===== config.mk =====
export PLATFORM = sky130hd
export DESIGN_NAME = pvs_divider
export DESIGN_NICKNAME = d
export VERILOG_FILES = /design/src/hdl/pvs_pkg.sv /design/src/hdl/pvs_divider.sv
export SDC_FILE = /design/constraint.sdc
export NUM_CORES = 1
export LEC_CHECK = 0
export ABC_AREA = 1
export BUFFER_PORTS_ARGS = -buffer_cell sky130_fd_sc_hd__buf_4
export CORE_AREA = 2 2 89 91
export CTS_CLUSTER_DIAMETER = 150
export DETAILED_ROUTE_END_ITERATION = 8
export DIE_AREA = 0 0 91 93
export PLACE_DENSITY_LB_ADDON = 0.05
export SLEW_MARGIN = 10
export SYNTH_ARGS = -nofsm -noshare
export SYNTH_HDL_FRONTEND = slang
export SYNTH_SLANG_ARGS = --single-unit

===== constraint.sdc =====
create_clock -name clk -period 3.6 [get_ports clk]
set_input_delay 0.54 -clock clk [delete_from_list [all_inputs] [get_ports clk]]
set_output_delay 0.54 -clock clk [all_outputs]
set_load 0.01 [all_outputs]

===== src/hdl/pvs_pkg.sv =====
// Shared types and constants of the plurality vote selector.
`default_nettype none
package pvs_pkg;

	localparam int VOTE_W     = 16;
	localparam int VALUE_W    = 15;
	localparam int OUT_CNT_W  = 11;
	localparam int FRAC_W     = 16;
	localparam int CERT_W     = 17;
	localparam int INDEX_W    = 24;
	localparam int STRIDE_W   = 8;
	localparam int SAMPLE_W   = 16;
	localparam int CFG_IDX_W  = 2;
	localparam int CFG_DATA_W = 16;

	localparam logic [CFG_IDX_W-1:0] CFG_WEEK_LIMIT    = 2'd0;
	localparam logic [CFG_IDX_W-1:0] CFG_BASE_OFFSET   = 2'd1;
	localparam logic [CFG_IDX_W-1:0] CFG_SAMPLE_STRIDE = 2'd2;

	localparam logic [VALUE_W-1:0]  WEEK_LIMIT_RST    = 15'h7FFF;
	localparam logic [SAMPLE_W-1:0] BASE_OFFSET_RST   = 16'd0;
	localparam logic [STRIDE_W-1:0] SAMPLE_STRIDE_RST = 8'd5;

	typedef enum logic [2:0] {
		ST_LOAD,
		ST_OUTER,
		ST_INNER,
		ST_DIV,
		ST_WAIT
	} state_t;

	typedef struct packed {
		logic              busy;
		logic [CERT_W-1:0] quotient;
	} div_stat_t;

endpackage
`default_nettype wire


===== src/hdl/pvs_divider.sv =====
// Restoring divider, one quotient bit per cycle: (num << 16) / den.
`default_nettype none
module pvs_divider #(
	parameter int CW = 11
) (
	input  logic               clk,
	input  logic               arst_n,
	input  logic               start,
	input  logic [CW-1:0]      num,
	input  logic [CW-1:0]      den,
	output pvs_pkg::div_stat_t stat
);

	localparam int NB = CW + pvs_pkg::FRAC_W;
	localparam int SW = $clog2(NB + 1);

	logic          busy_q;
	logic [SW-1:0] step_q;
	logic [CW:0]   rem_q;
	logic [CW-1:0] den_q;
	logic [NB-1:0] dvd_q;
	logic [CW:0]   rem_sh;
	logic          fits;

	assign rem_sh = {rem_q[CW-1:0], dvd_q[NB-1]};
	assign fits   = rem_sh >= {1'b0, den_q};

	always_ff @(posedge clk or negedge arst_n) begin
		if (!arst_n) begin
			busy_q <= 1'b0;
			step_q <= '0;
		end else if (start) begin
			busy_q <= 1'b1;
			step_q <= SW'(NB);
		end else if (busy_q) begin
			step_q <= step_q - SW'(1);
			if (step_q == SW'(1)) begin
				busy_q <= 1'b0;
			end
		end
	end

	// dividend shifts out at the top while quotient bits shift in at the bottom
	always_ff @(posedge clk) begin
		if (start) begin
			dvd_q <= {num, pvs_pkg::FRAC_W'(0)};
			rem_q <= '0;
			den_q <= den;
		end else if (busy_q) begin
			rem_q <= fits ? (rem_sh - {1'b0, den_q}) : rem_sh;
			dvd_q <= {dvd_q[NB-2:0], fits};
		end
	end

	assign stat.busy     = busy_q;
	assign stat.quotient = dvd_q[pvs_pkg::CERT_W-1:0];

endmodule
`default_nettype wire

; Word-level counts from Yosys, hierarchy flattened
; Index checks and enable logic that the tools add are counted.
[word_totals]
output_inout_bits = 18
wordCells = 19
register_bits = 55
[op_classes]
n_reduce_logical = 1
addsub = 2
magnitude_cmp = 1
n_eq_ne = 1
muxes = 8
[ops]
columns = op, n
row1 = 2-to-1 mux 27 bit, 2
row2 = greater-or-equal comparator 12 x 11 -> 1 bit, 1
row3 = 2-to-1 mux 11 bit, 1
row4 = subtractor 11 bit, 1
row5 = 2-to-1 mux 5 bit, 2
row6 = equality test 5 x 1 -> 1 bit (second input constant), 1
row7 = subtractor 5 x 1 -> 5 bit (second input constant), 1
row8 = 2-to-1 mux 1 bit, 3
row9 = nonzero test 2 bit, 1

; Longest topological paths before layout
; Gate-level depths: netlist of run 1.
[logic_depth]
depth_word = 4
depth_mapped = 12
ltp_nobuf = 12

; Worst setup path before layout of run 1
; No wires, ideal clock.
[synth_path]
path_kind = register to register
startpoint = register den_q[0]
endpoint = register rem_q[2]
synth_period_minus_slack_ns = 1.868
path_stages_with_launch = 12
setup_ns = 0.126
slack_ns = 1.732
t_arrival_ns = 1.743
required_time_ns = 3.474
cell_sequence = edfxtp_1 -> ha_1 -> fa_1 -> inv_1 -> nand3_1 -> nand3_1 -> nand2_4 -> nand3_4 -> buf_6 -> nand2_1 -> nand3_1 -> o21ai_1
[synth_between]
elab_chain_cells = 2
word_cells_on_any_way = 3
cone_classes = add/sub: 1 / order compare: 1 / mux: 1
[synth_lines]
columns = item, line
row1 = from (decl), pvs_divider.sv:20  ; logic [CW-1:0] den_q;
row2 = from (signal assigned), pvs_divider.sv:48  ; den_q <= den;
row3 = subtractor 11 bit or greater-or-equal comparator 12 x 11 -> 1 bit (tied branches), "pvs_divider.sv:50, pvs_divider.sv:26"
row4 = 2-to-1 mux 11 bit (*), pvs_divider.sv:50  ; rem_q <= fits ? (rem_sh - {1'b0, den_q}) : rem_sh;
row5 = to (signal assigned), pvs_divider.sv:50
row6 = to (decl), pvs_divider.sv:19  ; logic [CW:0] rem_q;
; Every way passes the cells marked *; elsewhere a longest branch is shown, timed or not.
; A chain may end at the register's enable or synchronous reset.

; Final worst setup path of run 1
[layout_path]
startpoint = register den_q[0]
endpoint = register rem_q[8]
; Same word-level chain as after synthesis.

==> out/results.ini, run 1 <==
[layout]
seqCellArea_sq_mm = 0.001351
multiInputGateArea_sq_mm = 0.001154
final_cell_mix = nand2_1 (78), inv_1 (71), buf_4 (45)
design_area_sq_mm = 0.003329
nFillCells = 834
antenna_cells = 0
final_util_pct = 44.23
mostFrequentLayoutCell = nand2_1
num-nets-final = 416
stdcell_count = 480
area_delta_synth_final_pct = 12.80
drive_gt1_share_pct = 17.72

[synth]
synth_cell_types = 34
synthXorXnorAreaFrac_pct = 0.8902
syn_avg_cell_area_sq_um = 8.409
ys_seq_area_share_pct = 45.78
yosys_warnings = 0
synth-compound-area-share_pct = 10.77
ys_seq_elements = 55
synthCells = 351
synth_top_family_by_area = simple AND/OR/NAND/NOR gates
yosys.area_share.simple_pct = 21.24
synth_fa_ha_area_share_pct = 6.189
synth_nets = 390
syn_area_sq_mm = 0.002952
muxShareOfSynthArea_pct = 0

[route]
vias_per_cell = 4.690
drc_errors = 0
wl_per_cell_microns = 12.56
drt_iter0_drc = 124
routed_wirelength_microns = 6031
firstDrtPassIters = 6
vias = 2251
antenna_left = 0

[pwr]
power.density_mw_per_mm2 = 591.7
p_switching_mw = 0.7690
swShare_pct = 39.04
ir_drop_mv = 0.2042
pwr-share-comb_pct = 41.8
pwr-share-clk_pct = 17.7
seq_power_share_pct = 40.5
internal-power_mw = 1.201
p_leak_nw = 1.624

[cts]
cts_tree = built
cts_setup_buffers = 0
cts_buffers = 5
clk_latency_ps = 300
path_clk_slew_ps = 100
cts-htree-levels = 2
clockRootBuffer = clkbuf_8
clockBufferDepth = 2
ctsResizeCount = 0
postCtsHoldBufs = 0
clkSinkCount = 55

[grt]
grt_max_degree = 33
overflow = 0
grt_pass1_vias = 2185
grt_pass1_wl_microns = 10210
grtUsageTotal_pct = 14.91
antenna_found_initial = 0

[worst_setup_path]
worst-path-max-fanout = 12
cp_common_cell = nand2_1
r2r.worst_path.cells = 11
startpoint = den_q[0]$_DFFE_PP_
worstReg2RegStart = den_q[0]$_DFFE_PP_
crit_family = simple AND/OR/NAND/NOR gates
cp_data_arrival_time_ps = 2280
reg2reg_to = rem_q[8]$_SDFFE_PP0P_
rrSetupSlack_ps = 1570
critPathBufInv = 1
worstPathRequired_ps = 3850
path_depth = 11
path_class = flop to flop
cp_cell_sequence = ha_1, fa_1, inv_1, nand3_1, nand3_1, nand2_4, nand3_4, nand2_1, nand2_1, nand2_1, nand2_1
critPathMaxStageDelay_ps = 400
endpoint_kind = flop
worst_path_max_delay_cell = fa_1
start_kind = flop

[place]
place_area_sq_mm = 0.003237
dpl.hpwl_microns = 4504
place_ws_ps = 1572
gp_congestion = 0.8097
dpl.cell_count = 472
portBuffers = 42

[die]
core_area_sq_mm = 0.007527
die_x_microns = 91
start_util_pct = 39.21
die_area_sq_mm = 0.008463
rows = 32
boundaryPins = 43
die_h_microns = 93

[min_path]
hold_class = primary input to asynchronous set/reset pin

[sta]
tightest_slew_ps = 479.0
fin_setup_tns_ps = 0
maxSlewViolCount = 0
maxSlewHeadroom_pct = 68.03
worst_slack_ps = 1571
rsz0062_at_grt = false
max_freq_mhz = 492.8
hold_viol = 0
finalSetupViolations = 0
period_needed_ps = 2029
finClkSkew_ps = 8.615
period_share_pct = 56.37

[flow_run]
maxCapViolations = 0

[status]
status = finished, final reports clean

==> final cells by class <==
| cell class | instances | area share, % |
|---|---|---|
| timing repair buffer | 45 | 10.15 |
| clock inverter | 3 | 0.7140 |
| clock buffer | 5 | 2.067 |
| tap | 102 | 3.833 |
| multi-input combinational | 199 | 34.65 |
| inverter | 71 | 8.005 |
| sequential | 55 | 40.59 |
==> per-layer routing <==
metal  global-route usage (%)  share of wire [%]  vias to the layer above
met2                    24.01                 46                       47
li1                         -                  -                     1178
met1                    21.14                 50                     1024
met5                        0                  0                        -
met4                    3.283               0.50                        0
met3                    2.498                4.0                        2
==> synth_stat cells <==
master,instances,share of area (%)
a21oi_1,7,1.2
o21ai_0,7,1.2
clkbuf_1,2,0.25
dfxtp_1,27,18
nand4_1,11,2.3
edfxtp_1,22,22
nand2_1,78,9.9
buf_1,1,0.13
or2_1,1,0.21
nand3_1,19,3.2
nor2_1,12,1.5
fa_1,1,0.68
a22o_1,10,3.0
inv_1,71,9.0
o21bai_1,1,0.25
o21ai_1,4,0.68
nand3_2,6,2.0
dfrtp_1,6,5.1
a21oi_4,1,0.55
buf_2,3,0.51
nand2_2,2,0.42
buf_4,19,4.8
a21oi_2,1,0.30
nor3_1,1,0.17
buf_6,1,0.38
xnor2_1,2,0.59
a31oi_1,1,0.21
nand3_4,1,0.59
xor2_1,1,0.30
a22oi_1,1,0.25
ha_1,13,5.5
o22ai_1,15,3.2
nand2_4,1,0.38
nor2_2,2,0.42
==> cell families after synthesis <==
group,Yosys count
adders and majority gates,14
buffers and inverters,97
AOI/OAI and AO/OA,48
xor gates and xnor gates,3
and+or+nand+nor,134
DFF,55
==> state kept, by name, summed over array words and instances, names as in the netlist <==
register	cells
step_q	5
dvd_q	27
rem_q	11
den_q	11
busy_q	1
==> power groups by stage <==
stage / combinational (mW) / clock, mW / sequential [mW]
after CTS: 0.832 / 0.363 / 0.798
after detailed placement: 0.826 / 0 / 0.811
after global routing: 0.958 / 0.386 / 0.808
after global placement: 0.830 / 0 / 0.813
final: 0.824 / 0.348 / 0.798
after floorplan: 0.677 / 0 / 0.787
==> worst max-delay path by stage <==
stage,to,slack (ps)
2_1_floorplan,rem_q[2]$_SDFFE_PP0P_,1730
3_3_place_gp,dvd_q[16]$_DFFE_PP_,1620
3_5_place_dp,rem_q[8]$_SDFFE_PP0P_,1570
4_1_cts,rem_q[8]$_SDFFE_PP0P_,1550
5_1_grt,rem_q[10]$_SDFFE_PP0P_,1320
6_report,rem_q[8]$_SDFFE_PP0P_,1570
==> stage by stage <==
stage                     power (mW)  hold slack (ps)
after global routing           2.153            9.921
after detailed placement       1.637            352.7
final                          1.970            25.27
after CTS                      1.993            15.93
after floorplan                1.464            244.4
after global placement         1.643            353.3
==> worst reg2reg max path: stages (launching register included) <==
cell and delay, ps:
edfxtp_1 390, ha_1 240, fa_1 400, inv_1 110, nand3_1 110, nand3_1 150
nand2_4 110, nand3_4 170, nand2_1 120, nand2_1 80, nand2_1 50, nand2_1 50
No activity file was read; power rests on OpenSTA's default activity.
==> inputs of run 2 (changes only) <==
==> constraint.sdc (replaced) <==
create_clock -name clk -period 1.8 [get_ports clk]
set_input_delay 0.27 -clock clk [delete_from_list [all_inputs] [get_ports clk]]
set_output_delay 0.27 -clock clk [all_outputs]
set_load 0.01 [all_outputs]
==> run 2 against run 1 <==
  * Non-clock buffer count increased by 14
  * Utilization increased by 3.5 points
  * Setup slack got worse by 1500 ps
  * Die area unchanged
  * Clock skew about the same
  * Combinational power increased by 150%
  * Worst hold slack improved by 100 ps
  * Via count increased by 3.2%
  * Global-route usage increased by 1.3 points
  * Sequential power increased by 98%
  * Cell area increased by 7.8%
  * Critical endpoint is now rem_q[6]$_SDFFE_PP0P_
  * Largest power group unchanged
  * Highest routed layer unchanged
==> out/results.ini, run 2 (synthesized netlist as in run 1, its figures left out) <==
[die]
die_x_microns = 91
rows = 32
core_area_sq_mm = 0.007527
start_util_pct = 39.21
die_area_sq_mm = 0.008463
boundaryPins = 43
die_h_microns = 93

[grt]
grtUsageTotal_pct = 16.18
overflow = 0
grt_pass1_wl_microns = 10980
grt_pass1_vias = 2356
antenna_found_initial = 0
grt_max_degree = 33

[layout]
antenna_cells = 0
largestRegisters = dvd_q: 27 flops, den_q: 11 flops, rem_q: 11 flops
largest_reg_flops = 27
design_area_sq_mm = 0.003590
num-nets-final = 431
top_register = dvd_q
mostFrequentLayoutCell = nand2_1
stdcell_count = 495
area_delta_synth_final_pct = 21.62
drive_gt1_share_pct = 26.21
final_cell_mix = nand2_1 (70), inv_1 (69), buf_4 (54)
nFillCells = 784

[pwr]
p_leak_nw = 1.729
p_switching_mw = 1.722
internal-power_mw = 2.617
power.density_mw_per_mm2 = 1209
seq_power_share_pct = 36.5
pwr-share-clk_pct = 16.9
swShare_pct = 39.69
ir_drop_mv = 0.4020
pwr-share-comb_pct = 46.6

[worst_setup_path]
path_class = flop to flop
endpoint_kind = flop
start_kind = flop
worst-path-max-fanout = 6
worstPathRequired_ps = 2020
cp_data_arrival_time_ps = 1960

[route]
wl_per_cell_microns = 13.16
wl_met2_microns = 3100
vias = 2322
routed_wirelength_microns = 6516
firstDrtPassIters = 4
top_layer_used = met4
antenna_left = 0
drc_errors = 0
drt_iter0_drc = 90
wl_met3_microns = 252
wl_met1_microns = 3065
vias_per_cell = 4.691

[cts]
cts_tree = built
cts-htree-levels = 2
clockRootBuffer = clkbuf_8
clkSinkCount = 55
path_clk_slew_ps = 100
clockBufferDepth = 2
cts_buffers = 5
clk_latency_ps = 320

[sta]
period_needed_ps = 1740
hold_viol = 0
finalSetupViolations = 0
finClkSkew_ps = 8.156
period_share_pct = 96.65
whs_ps = 128.4
max_freq_mhz = 574.8
rsz0062_at_grt = true
maxSlewViolCount = 0
maxSlewHeadroom_pct = 69.43
tightest_slew_ps = 458.1

[min_path]
hold_class = primary input to flop

[status]
status = finished, final reports clean

[place]
dpl.cell_count = 483
portBuffers = 42
gp_congestion = 0.8625
place_area_sq_mm = 0.003339
dpl.hpwl_microns = 4705

[flow_run]
maxCapViolations = 0

## run 2: cell count changes in the layout (fill, tap and decap cells not counted), moves of 3 or more
cell | before | now
a21oi_1 | 7 | 4
buf_4 | 45 | 54
buf_6 | 0 | 3
ha_1 | 13 | 9
nand2_1 | 78 | 70
nand2_2 | 2 | 9
nand3_1 | 19 | 16
nand3_4 | 1 | 4
## run 2: cell type report
cell class | count | area [sq um] | share of cell area [%]
flip-flops and latches | 55 | 1351 | 37.64
multi-input cells | 200 | 1280 | 35.66
repair buffers | 59 | 469.2 | 13.07
inverters | 71 | 266.5 | 7.424
well taps | 102 | 127.6 | 3.555
clock buffers | 5 | 68.82 | 1.917
clock inverters | 3 | 26.28 | 0.7320
## run 2: worst max-delay path, stage by stage (launching register included)
cell and delay, ps:
edfxtp_1 380, ha_2 200, fa_2 370, inv_2 90
nand3_4 90, nand3_4 90, nand2_4 90, nand3_4 130
nand3_2 90, nand3_2 70, nand2_1 40
## run 2: power by group through the flow
stage	clock [mW]	combinational [mW]	sequential (mW)
2_1_floorplan	0	1.36	1.57
3_3_place_gp	0	1.78	1.60
3_5_place_dp	0	1.78	1.60
4_1_cts	0.770	1.84	1.58
5_1_grt	0.800	2.29	1.61
6_report	0.735	2.02	1.58
## run 2: metal layers
layer	up-vias	GRT usage, %
met5	-	0
li1	1209	-
met1	1063	21.25
met4	0	5.808
met2	42	26.91
met3	8	2.820
## run 2: worst paths after layout
check                                 startpoint                    end  slack (ps)  cells after the start
max                           den_q[0]$_DFFE_PP_  rem_q[6]$_SDFFE_PP0P_          60                     10
min                                      den[10]    den_q[10]$_DFFE_PP_         130                      1
max reg2reg                   den_q[0]$_DFFE_PP_  rem_q[6]$_SDFFE_PP0P_          60                     10
min reg2reg                rem_q[5]$_SDFFE_PP0P_  rem_q[5]$_SDFFE_PP0P_         480                      2
max in group asynchronous                 arst_n  step_q[1]$_DFFE_PN0P_        1410                      2
min in group asynchronous                 arst_n  step_q[4]$_DFFE_PN0P_         280                      2
## run 2: through the flow
step | power, mW | worst slack, ps | util (%) | TNS [ps]
finish | 4.339 | 60.35 | 47.69 | 0
global route | 4.702 | -56.40 | 47.69 | -501.9
CTS | 4.184 | 19.89 | 46.09 | 0
detailed placement | 3.377 | -77.12 | 44.37 | -340.8
global placement | 3.387 | -6.201 | 44.37 | -9.376
floorplan | 2.936 | 4.395 | - | 0
## run 2: repair_timing
| item | CTS | global route |
|---|---|---|
| setup endpoints to repair | 12 | 12 |
| endpoints found under the hold margin | 6 | 0 |
| pin swaps | 0 | 7 |
| gates resized for setup | 3 | 26 |
| gates cloned | 1 | 0 |
| buffers inserted | 0 | 2 |
| hold buffers | 1 | 0 |
